$ cat config.mk
export PLATFORM = sky130hd
export DESIGN_NAME = pixel_format_converter_unit
export DESIGN_NICKNAME = d
export VERILOG_FILES = /design/src/rtl/pfc_pkg.sv /design/src/rtl/pixel_format_converter_unit.sv /design/src/rtl/pfc_lane.sv /design/src/rtl/pfc_merge.sv
export SDC_FILE = /design/constraint.sdc
export NUM_CORES = 2
export LEC_CHECK = 0
export BUFFER_PORTS_ARGS = -buffer_cell sky130_fd_sc_hd__clkbuf_2
export CAP_MARGIN = 15
export CORE_MARGIN = 2
export CORE_UTILIZATION = 61
export DETAILED_ROUTE_END_ITERATION = 6
export PLACE_DENSITY = 0.88
export SYNTH_ARGS = -nofsm -noshare
export SYNTH_HDL_FRONTEND = slang
export SYNTH_SLANG_ARGS = --single-unit
$ cat constraint.sdc
create_clock -name aclk -period 6.7 [get_ports aclk]
set_input_delay 0 -clock aclk [delete_from_list [all_inputs] [get_ports aclk]]
set_output_delay 0 -clock aclk [all_outputs]
set_load 0.05 [all_outputs]
$ cat src/rtl/pfc_pkg.sv
// shared types, format codes and scaling helpers for the pixel format converter
package pfc_pkg;

    localparam int NUM_LANES = 3;
    localparam int CHAN_W    = 8;
    localparam int NUM_W     = 17;
    localparam int RECIP_W   = 26;
    localparam int RECIP_SH  = 26;
    localparam int FMT_W     = 4;
    localparam int PIX_W     = 32;

    localparam logic [FMT_W-1:0] FMT_RGB555 = 4'd0;
    localparam logic [FMT_W-1:0] FMT_RGB565 = 4'd1;
    localparam logic [FMT_W-1:0] FMT_RGB888 = 4'd2;
    localparam logic [FMT_W-1:0] FMT_RGB111 = 4'd3;
    localparam logic [FMT_W-1:0] FMT_RGB222 = 4'd4;
    localparam logic [FMT_W-1:0] FMT_ARGB   = 4'd5;
    localparam logic [FMT_W-1:0] FMT_GREY2  = 4'd6;
    localparam logic [FMT_W-1:0] FMT_GREY3  = 4'd7;
    localparam logic [FMT_W-1:0] FMT_GREY4  = 4'd8;

    localparam logic REG_SOURCE_FORMAT = 1'b0;
    localparam logic REG_TARGET_FORMAT = 1'b1;

    localparam logic [FMT_W-1:0] RESET_SOURCE = FMT_RGB888;
    localparam logic [FMT_W-1:0] RESET_TARGET = FMT_RGB565;

    localparam logic [PIX_W-1:0] NOT_GREY_PIXEL = 32'd255;
    localparam logic [7:0]       ALPHA_OPAQUE   = 8'hFF;

    typedef logic [CHAN_W-1:0] chan_t;
    typedef logic [FMT_W-1:0]  fmt_t;

    typedef struct packed {
        logic load_num;
        logic load_quo;
    } lane_ctl_t;

    // full-scale value of one lane's channel in a target format
    function automatic chan_t target_max(input fmt_t fmt, input logic [1:0] lane);
        chan_t m;
        begin
            unique case (fmt)
                FMT_RGB555: m = 8'd31;
                FMT_RGB565: m = (lane == 2'd1) ? 8'd63 : 8'd31;
                FMT_RGB888,
                FMT_ARGB:   m = 8'd255;
                FMT_RGB111: m = 8'd1;
                FMT_RGB222: m = 8'd3;
                FMT_GREY2:  m = 8'd3;
                FMT_GREY3:  m = 8'd7;
                FMT_GREY4:  m = 8'd15;
                default:    m = 8'd1;
            endcase
            return m;
        end
    endfunction

    // ceil(2^26 / (2*max)): exact quotient for 17-bit numerators
    function automatic logic [RECIP_W-1:0] recip(input chan_t vmax);
        logic [RECIP_W-1:0] r;
        begin
            unique case (vmax)
                8'd1:    r = 26'd33554432;
                8'd3:    r = 26'd11184811;
                8'd7:    r = 26'd4793491;
                8'd15:   r = 26'd2236963;
                8'd31:   r = 26'd1082402;
                8'd63:   r = 26'd532611;
                default: r = 26'd131587;
            endcase
            return r;
        end
    endfunction

endpackage

$ cat src/rtl/pixel_format_converter_unit.sv
// top level: config registers, decode, three scaling lanes, merge and pipeline control
// latency: a result passes through the input, numerator, quotient and output registers
// throughput: one pixel per cycle while m_ready holds, set by the four-stage pipeline with per-stage stall
// each stage holds one pixel, bubbles close up while the output register waits
// reset: synchronous active-low aresetn clears valid bits, source_format to rgb888,
//   target_format to rgb565; the datapath registers are not reset
module pixel_format_converter_unit
    import pfc_pkg::*;
(
    input  logic             aclk,
    input  logic             aresetn,
    input  logic             cfg_wr_en,
    input  logic             cfg_addr,
    input  logic [FMT_W-1:0] cfg_wr_data,
    input  logic             s_valid,
    output logic             s_ready,
    input  logic [PIX_W-1:0] s_pixel_in,
    output logic             m_valid,
    input  logic             m_ready,
    output logic [PIX_W-1:0] m_pixel_out,
    output logic             m_not_grey
);

    fmt_t src_fmt_reg;
    fmt_t tgt_fmt_reg;

    logic v0_reg, v1_reg, v2_reg, v3_reg;
    logic v0_next, v1_next, v2_next, v3_next;
    logic acc, mv0, mv1, mv2, free0, free1, free2;

    chan_t [NUM_LANES-1:0] ch_next, mx_next, mout;
    chan_t [NUM_LANES-1:0] ch0_reg, mx0_reg, quo;
    fmt_t                  tgt0_reg, tgt1_reg, tgt2_reg;
    logic                  eq_next, eq1_reg, eq2_reg;
    logic [2*CHAN_W-1:0]   x01, x10, x02, x20;
    lane_ctl_t             lane_ctl;
    chan_t                 grey_mask;

    // configuration
    always_ff @(posedge aclk) begin
        if (!aresetn) begin
            src_fmt_reg <= RESET_SOURCE;
            tgt_fmt_reg <= RESET_TARGET;
        end else if (cfg_wr_en) begin
            unique case (cfg_addr)
                REG_SOURCE_FORMAT: src_fmt_reg <= cfg_wr_data;
                REG_TARGET_FORMAT: tgt_fmt_reg <= cfg_wr_data;
                default: ;
            endcase
        end
    end

    // source decode
    always_comb begin
        grey_mask = 8'd15;
        unique case (src_fmt_reg)
            FMT_RGB555: begin
                ch_next = {8'(s_pixel_in[4:0]), 8'(s_pixel_in[9:5]), 8'(s_pixel_in[14:10])};
                mx_next = {8'd31, 8'd31, 8'd31};
            end
            FMT_RGB565: begin
                ch_next = {8'(s_pixel_in[4:0]), 8'(s_pixel_in[10:5]), 8'(s_pixel_in[15:11])};
                mx_next = {8'd31, 8'd63, 8'd31};
            end
            FMT_RGB111: begin
                ch_next = {8'(s_pixel_in[0]), 8'(s_pixel_in[1]), 8'(s_pixel_in[2])};
                mx_next = {8'd1, 8'd1, 8'd1};
            end
            FMT_RGB222: begin
                ch_next = {8'(s_pixel_in[1:0]), 8'(s_pixel_in[3:2]), 8'(s_pixel_in[5:4])};
                mx_next = {8'd3, 8'd3, 8'd3};
            end
            FMT_GREY2,
            FMT_GREY3,
            FMT_GREY4: begin
                if (src_fmt_reg == FMT_GREY2) begin
                    grey_mask = 8'd3;
                end else if (src_fmt_reg == FMT_GREY3) begin
                    grey_mask = 8'd7;
                end
                ch_next = {3{s_pixel_in[7:0] & grey_mask}};
                mx_next = {3{grey_mask}};
            end
            default: begin
                ch_next = {s_pixel_in[7:0], s_pixel_in[15:8], s_pixel_in[23:16]};
                mx_next = {8'd255, 8'd255, 8'd255};
            end
        endcase
    end

    // pipeline control
    always_comb begin
        mv2     = v2_reg & (~v3_reg | m_ready);
        free2   = ~v2_reg | mv2;
        mv1     = v1_reg & free2;
        free1   = ~v1_reg | mv1;
        mv0     = v0_reg & free1;
        free0   = ~v0_reg | mv0;
        s_ready = free0;
        acc     = s_valid & free0;
        v0_next = acc | (v0_reg & ~mv0);
        v1_next = mv0 | (v1_reg & ~mv1);
        v2_next = mv1 | (v2_reg & ~mv2);
        v3_next = mv2 | (v3_reg & ~m_ready);
    end

    always_ff @(posedge aclk) begin
        if (!aresetn) begin
            v0_reg <= 1'b0;
            v1_reg <= 1'b0;
            v2_reg <= 1'b0;
            v3_reg <= 1'b0;
        end else begin
            v0_reg <= v0_next;
            v1_reg <= v1_next;
            v2_reg <= v2_next;
            v3_reg <= v3_next;
        end
    end

    // grey test by cross-multiplication of normalized channels
    always_comb begin
        x01     = ch0_reg[0] * mx0_reg[1];
        x10     = ch0_reg[1] * mx0_reg[0];
        x02     = ch0_reg[0] * mx0_reg[2];
        x20     = ch0_reg[2] * mx0_reg[0];
        eq_next = (x01 == x10) && (x02 == x20);
    end

    always_ff @(posedge aclk) begin
        if (acc) begin
            ch0_reg  <= ch_next;
            mx0_reg  <= mx_next;
            tgt0_reg <= tgt_fmt_reg;
        end
        if (mv0) begin
            tgt1_reg <= tgt0_reg;
            eq1_reg  <= eq_next;
        end
        if (mv1) begin
            tgt2_reg <= tgt1_reg;
            eq2_reg  <= eq1_reg;
        end
    end

    assign lane_ctl.load_num = mv0;
    assign lane_ctl.load_quo = mv1;

    for (genvar i = 0; i < NUM_LANES; i++) begin : g_lane
        assign mout[i] = target_max(tgt0_reg, 2'(i));

        pfc_lane u_lane (
            .aclk    (aclk),
            .ctl     (lane_ctl),
            .chan_in (ch0_reg[i]),
            .max_in  (mx0_reg[i]),
            .mout_in (mout[i]),
            .quo_out (quo[i])
        );
    end

    pfc_merge u_merge (
        .aclk       (aclk),
        .load       (mv2),
        .quo_in     (quo),
        .target_fmt (tgt2_reg),
        .chan_equal (eq2_reg),
        .pixel_out  (m_pixel_out),
        .not_grey   (m_not_grey)
    );

    assign m_valid = v3_reg;

    a_not_grey_pixel: assert property (@(posedge aclk) disable iff (!aresetn)
        (m_valid && m_not_grey) |-> (m_pixel_out == NOT_GREY_PIXEL))
        else $error("not_grey result without the 255 marker");

    a_full_when_blocked: assert property (@(posedge aclk) disable iff (!aresetn)
        !s_ready |-> (v0_reg && v1_reg && v2_reg && v3_reg))
        else $error("input stalled while a stage is empty");

    a_merge_load_valid: assert property (@(posedge aclk) disable iff (!aresetn)
        mv2 |=> m_valid)
        else $error("merged result lost");

endmodule

$ cat src/rtl/pfc_lane.sv
// one channel lane: rounded rescale of a channel value by two maxima
module pfc_lane
    import pfc_pkg::*;
(
    input  logic      aclk,
    input  lane_ctl_t ctl,
    input  chan_t     chan_in,
    input  chan_t     max_in,
    input  chan_t     mout_in,
    output chan_t     quo_out
);

    logic [NUM_W-1:0]            num_reg;
    logic [NUM_W-1:0]            num_next;
    chan_t                       max_reg;
    chan_t                       quo_reg;
    logic [2*CHAN_W-1:0]         prod_small;
    logic [NUM_W+RECIP_W-1:0]    prod_wide;

    // numerator of round-half-up: 2*v*mout + vmax
    always_comb begin
        prod_small = chan_in * mout_in;
        num_next   = {prod_small, 1'b0} + NUM_W'(max_in);
    end

    assign prod_wide = (NUM_W+RECIP_W)'(num_reg) * (NUM_W+RECIP_W)'(recip(max_reg));

    always_ff @(posedge aclk) begin
        if (ctl.load_num) begin
            num_reg <= num_next;
            max_reg <= max_in;
        end
        if (ctl.load_quo) begin
            quo_reg <= prod_wide[RECIP_SH +: CHAN_W];
        end
    end

    assign quo_out = quo_reg;

endmodule

$ cat src/rtl/pfc_merge.sv
// merge stage: packs lane results into the target layout, output register
module pfc_merge
    import pfc_pkg::*;
(
    input  logic                        aclk,
    input  logic                        load,
    input  chan_t [NUM_LANES-1:0]       quo_in,
    input  fmt_t                        target_fmt,
    input  logic                        chan_equal,
    output logic [PIX_W-1:0]            pixel_out,
    output logic                        not_grey
);

    logic [PIX_W-1:0] pixel_reg;
    logic [PIX_W-1:0] pixel_next;
    logic             not_grey_reg;
    logic             not_grey_next;

    always_comb begin
        pixel_next    = '0;
        not_grey_next = 1'b0;
        unique case (target_fmt)
            FMT_RGB555: pixel_next = {17'd0, quo_in[0][4:0], quo_in[1][4:0], quo_in[2][4:0]};
            FMT_RGB565: pixel_next = {16'd0, quo_in[0][4:0], quo_in[1][5:0], quo_in[2][4:0]};
            FMT_RGB888: pixel_next = {8'd0, quo_in[0], quo_in[1], quo_in[2]};
            FMT_ARGB:   pixel_next = {ALPHA_OPAQUE, quo_in[0], quo_in[1], quo_in[2]};
            FMT_RGB111: pixel_next = {29'd0, quo_in[0][0], quo_in[1][0], quo_in[2][0]};
            FMT_RGB222: pixel_next = {26'd0, quo_in[0][1:0], quo_in[1][1:0], quo_in[2][1:0]};
            FMT_GREY2,
            FMT_GREY3,
            FMT_GREY4: begin
                if (chan_equal) begin
                    pixel_next = {24'd0, quo_in[0]};
                end else begin
                    pixel_next    = NOT_GREY_PIXEL;
                    not_grey_next = 1'b1;
                end
            end
            default: pixel_next = '0;
        endcase
    end

    always_ff @(posedge aclk) begin
        if (load) begin
            pixel_reg    <= pixel_next;
            not_grey_reg <= not_grey_next;
        end
    end

    assign pixel_out = pixel_reg;
    assign not_grey  = not_grey_reg;

endmodule
==> metrics.log <==
INFO  metric finalHoldViolCount = 0
INFO  metric detail_route.first_pass.iterations = 7
INFO  metric worst-path-buf-inv = 13
INFO  metric fillers = roughly 5400
INFO  metric via_count = approximately 38000
INFO  metric slew_at_the_pin_closest_to_its_max_slew_limit = just under 1 ns
INFO  metric net_load_switching_power = between 10 and 15 mW
INFO  metric grtUsageTotal = about 34%
INFO  metric timing.critical_path.from_type = flip-flop
INFO  metric grt_setup_unrepaired = true
INFO  metric initial_antenna_violation_count = 7
INFO  metric grt-ovfl-total = 0
INFO  metric skew = between 0.01 and 0.015 ns
INFO  metric hold_path.class = in -> reg
INFO  metric post_synth.cell_area_avg = approximately 9.5 µm²
INFO  metric failing_checks = DRC, setup timing
INFO  metric register_bit_total_from_synthesis = approximately 170
INFO  metric worst_r2r_startpoint = g_lane[2].u_lane.max_reg[3]
INFO  metric numPortBuffers = between 60 and 70
INFO  metric synthesis.nets = 6931
INFO  metric dpl.hpwl = around 110 mm
INFO  metric clock_latency = between 0.5 and 0.6 ns
INFO  metric cts.clk_slew.worst_paths = roughly 0.08 ns
INFO  metric fin_crit = about 7.2 ns
INFO  metric cts_buffers = 17
INFO  metric dominantRegCellSynth = sky130_fd_sc_hd__edfxtp_1
INFO  metric die-area = ~83000 µm²
INFO  metric synth.area.top_cells = sky130_fd_sc_hd__fa_1 (36%), sky130_fd_sc_hd__ha_1 (20%), sky130_fd_sc_hd__inv_1 (11%)
INFO  metric critPathRequiredTime = roughly 7.0 ns
INFO  metric avgRoutedWirePerCell = between 20 and 25 µm
INFO  metric timing.reg2reg.setup_slack = -0.54 ns
INFO  metric synthesis.area = a little under 50000 µm²
INFO  metric final_cell_mix = sky130_fd_sc_hd__inv_1 (1443), sky130_fd_sc_hd__fa_1 (855), sky130_fd_sc_hd__ha_1 (754)
INFO  metric number_of_setup_violations_in_the_final_report = 22
INFO  metric syn_inst = roughly 5200
INFO  metric grt_max_degree = 60
INFO  metric power.leakage = between 20 and 30 nW
INFO  metric synthDistinctLibCells = slightly above 80
INFO  metric critical_path_class = reg -> reg
INFO  metric fp.coreArea = just over 80000 µm²
INFO  metric ys_warn_count = 0
INFO  metric cpPeakStageDelay = approximately 0.54 ns
INFO  metric maxCapViolCount = 0
INFO  metric totalNegativeSetupSlack = -6.857 ns
INFO  metric critical_path.top_delay_family = adder cells
INFO  metric final_common_cell = sky130_fd_sc_hd__inv_1
INFO  metric number_of_flops_mapped_to_enable_cells_by_yosys = between 100 and 150
INFO  metric wirelength_routed = between 100 and 150 mm
INFO  metric cts-htree-levels = 4
INFO  metric worst_path_max_delay_cell = sky130_fd_sc_hd__fa_1
INFO  metric die_h = slightly below 300 µm
INFO  metric critPathMostFrequentCell = sky130_fd_sc_hd__buf_4
INFO  metric die_extent_in_x = just under 300 µm
INFO  metric share_of_final_layout_standard_cells_stronger_than_drive_strength_1 = 13.09%
INFO  metric power.density = roughly 450 nW/µm²
INFO  metric worst_hold_slack = about 0.28 ns
INFO  metric setup_crit_end_kind = flip-flop
INFO  metric synthToLayoutAreaGrowth = 12.89%
INFO  metric synth.yosys.seq_area_share = 9.724%
INFO  metric std_cell_rows = between 100 and 150
INFO  metric detail_route.drc_violations = 1
INFO  metric async_reset_ff_share = 0%
INFO  metric cp.arrival = 7.49 ns
INFO  metric tritoncts_clock_tree = yes
INFO  metric seqPwrFrac = roughly 8.9%
INFO  metric gpl.final_weighted_congestion = ~1.1
INFO  metric max_slew_margin = 34.42%
INFO  metric holdCritStartpoint = s_pixel_in[0]
INFO  metric share_of_power_burned_in_combinational_logic = between 80 and 90%
INFO  metric max_clock_freq = approximately 140 MHz
INFO  metric cts_sinks = 166
INFO  metric first_iter_violations = 3272
INFO  metric grt_pass1_vias = ~41000
INFO  metric multi_input_comb_area = between 30000 and 40000 µm²
INFO  metric clock_tree.root_cell = sky130_fd_sc_hd__clkbuf_16
INFO  metric num-nets-final = 7314
INFO  metric largest_fanout_on_the_critical_path = 7
INFO  metric synth.largest_area_cell = sky130_fd_sc_hd__fa_1
INFO  metric crit_path_start = g_lane[2].u_lane.max_reg[3]
INFO  metric top_level_ports = 77
INFO  metric post-route-period-util = 108.0%
INFO  metric synth.top_cell.area_share = approximately 36%
INFO  metric grt_pass1_wl = about 220 mm
INFO  metric initial_core_util = 61.44%
INFO  metric largest_reg_flops = 48
INFO  metric timing.final.ws_setup = -0.5384 ns
INFO  metric postRouteAntennaNets = 0
INFO  metric fraction_of_power_spent_switching_nets = approximately 53%
INFO  metric status = finished with violations
INFO  metric slew_violations = 0
INFO  metric routed_via_density = approximately 5.7
INFO  metric seq_area = roughly 4800 µm²
INFO  metric peakVddDrop = 0.4278 mV
INFO  metric cellInternalPower = roughly 12 mW
INFO  metric clock_power_share = under 10%
INFO  metric clock_path_buffers = 2
==> area by class of cell <==
cell class	count	area share [%]
diodes	7	0.03140
clock buffers	17	0.7627
clock inverters	15	0.3881
inverters	1469	9.890
multi-input cells	3437	70.58
flip-flops and latches	166	8.614
well taps	1060	2.378
repair buffers	518	7.355
==> power groups by stage <==
stage	clock network, mW	registers, mW	logic [mW]
finish	1.10	2.23	21.7
global route	1.14	2.22	24.1
CTS	1.10	2.16	20.3
detailed placement	0	2.18	19.2
global placement	0	2.18	18.1
floorplan	0	1.77	14.3
==> worst register-to-register path, delay by kind of cell, from the launching register on <==
| family | cells | cell delay (ns) |
|---|---|---|
| adder cells (fa/ha/maj) | 7 | 3.35 |
| AO/OA/AOI/OAI | 6 | 0.99 |
| flip-flops | 1 | 0.47 |
| AND/OR/NAND/NOR | 4 | 0.54 |
| buffers and inverters | 13 | 1.63 |
==> kinds of logic (layout without fill, tap and decap cells) <==
kind of cell               after synthesis  in the layout  synth area share, %
and+or+nand+nor                       1196           1196                13.21
adders and majority gates             1663           1663                55.56
buffers and inverters                 1623           2019                12.40
xor gates and xnor gates               202            202                3.667
other                                    0              7                    0
DFF                                    166            166                9.724
muxes                                   17             17               0.3570
AOI/OAI and AO/OA                      359            359                5.082
==> per-layer routing <==
layer / wire length, µm / vias to the layer above / track usage [%]
met2: 64010 / 2233 / 55.30
li1: - / 16610 / -
met5: 27 / - / 0
met4: 8248 / 4 / 17.47
met3: 16290 / 641 / 8.041
met1: 50690 / 18820 / 42.21
==> synthesized netlist by cell type, drive strengths merged, types with 19 or more instances <==
library cell / number
xor2: 58
a21oi: 87
o21ai: 57
clkbuf: 139
nand3: 26
fa: 885
a21o: 36
or3: 19
edfxtp: 148
nor2: 99
ha: 778
inv: 1469
and2: 560
nand2: 288
xnor2: 141
nor3: 35
o21a: 22
nand2b: 19
nor2b: 49
and3: 43
or2: 23
==> through the flow <==
| step | setup WS, ns | power (mW) | std cells | instance area [µm²] | util, % |
|---|---|---|---|---|---|
| 2_1_floorplan | 0.002209 | 16.02 | 5226 | 49530 | - |
| 3_3_place_gp | -0.4329 | 20.31 | 6525 | 53090 | 66.02 |
| 3_5_place_dp | -0.6236 | 21.36 | 6525 | 53090 | 66.02 |
| 4_1_cts | -0.2226 | 23.51 | 6651 | 55030 | 68.43 |
| 5_1_grt | -0.6496 | 27.46 | 6686 | 55770 | 69.35 |
| 6_report | -0.5384 | 25.05 | 6689 | 55780 | 69.36 |
==> worst paths after layout <==
check | endpoint | depth (start not counted)
max reg2reg | g_lane[2].u_lane.quo_out[1] | 30
min | ch0_reg[16] | 2
max | g_lane[2].u_lane.quo_out[1] | 30
min reg2reg | tgt1_reg[3] | 0
==> timing repair <==
item / in CTS / in global routing
setup buffers: 46 / 34
endpoints found under the setup margin: 21 / 24
cloned: 0 / 1
gates resized for setup: 119 / 128
pin swaps: 60 / 110
endpoints found under the hold margin: 36 / 0
hold buffers: 48 / 0
Note: power is estimated with default switching activity, not from simulation.
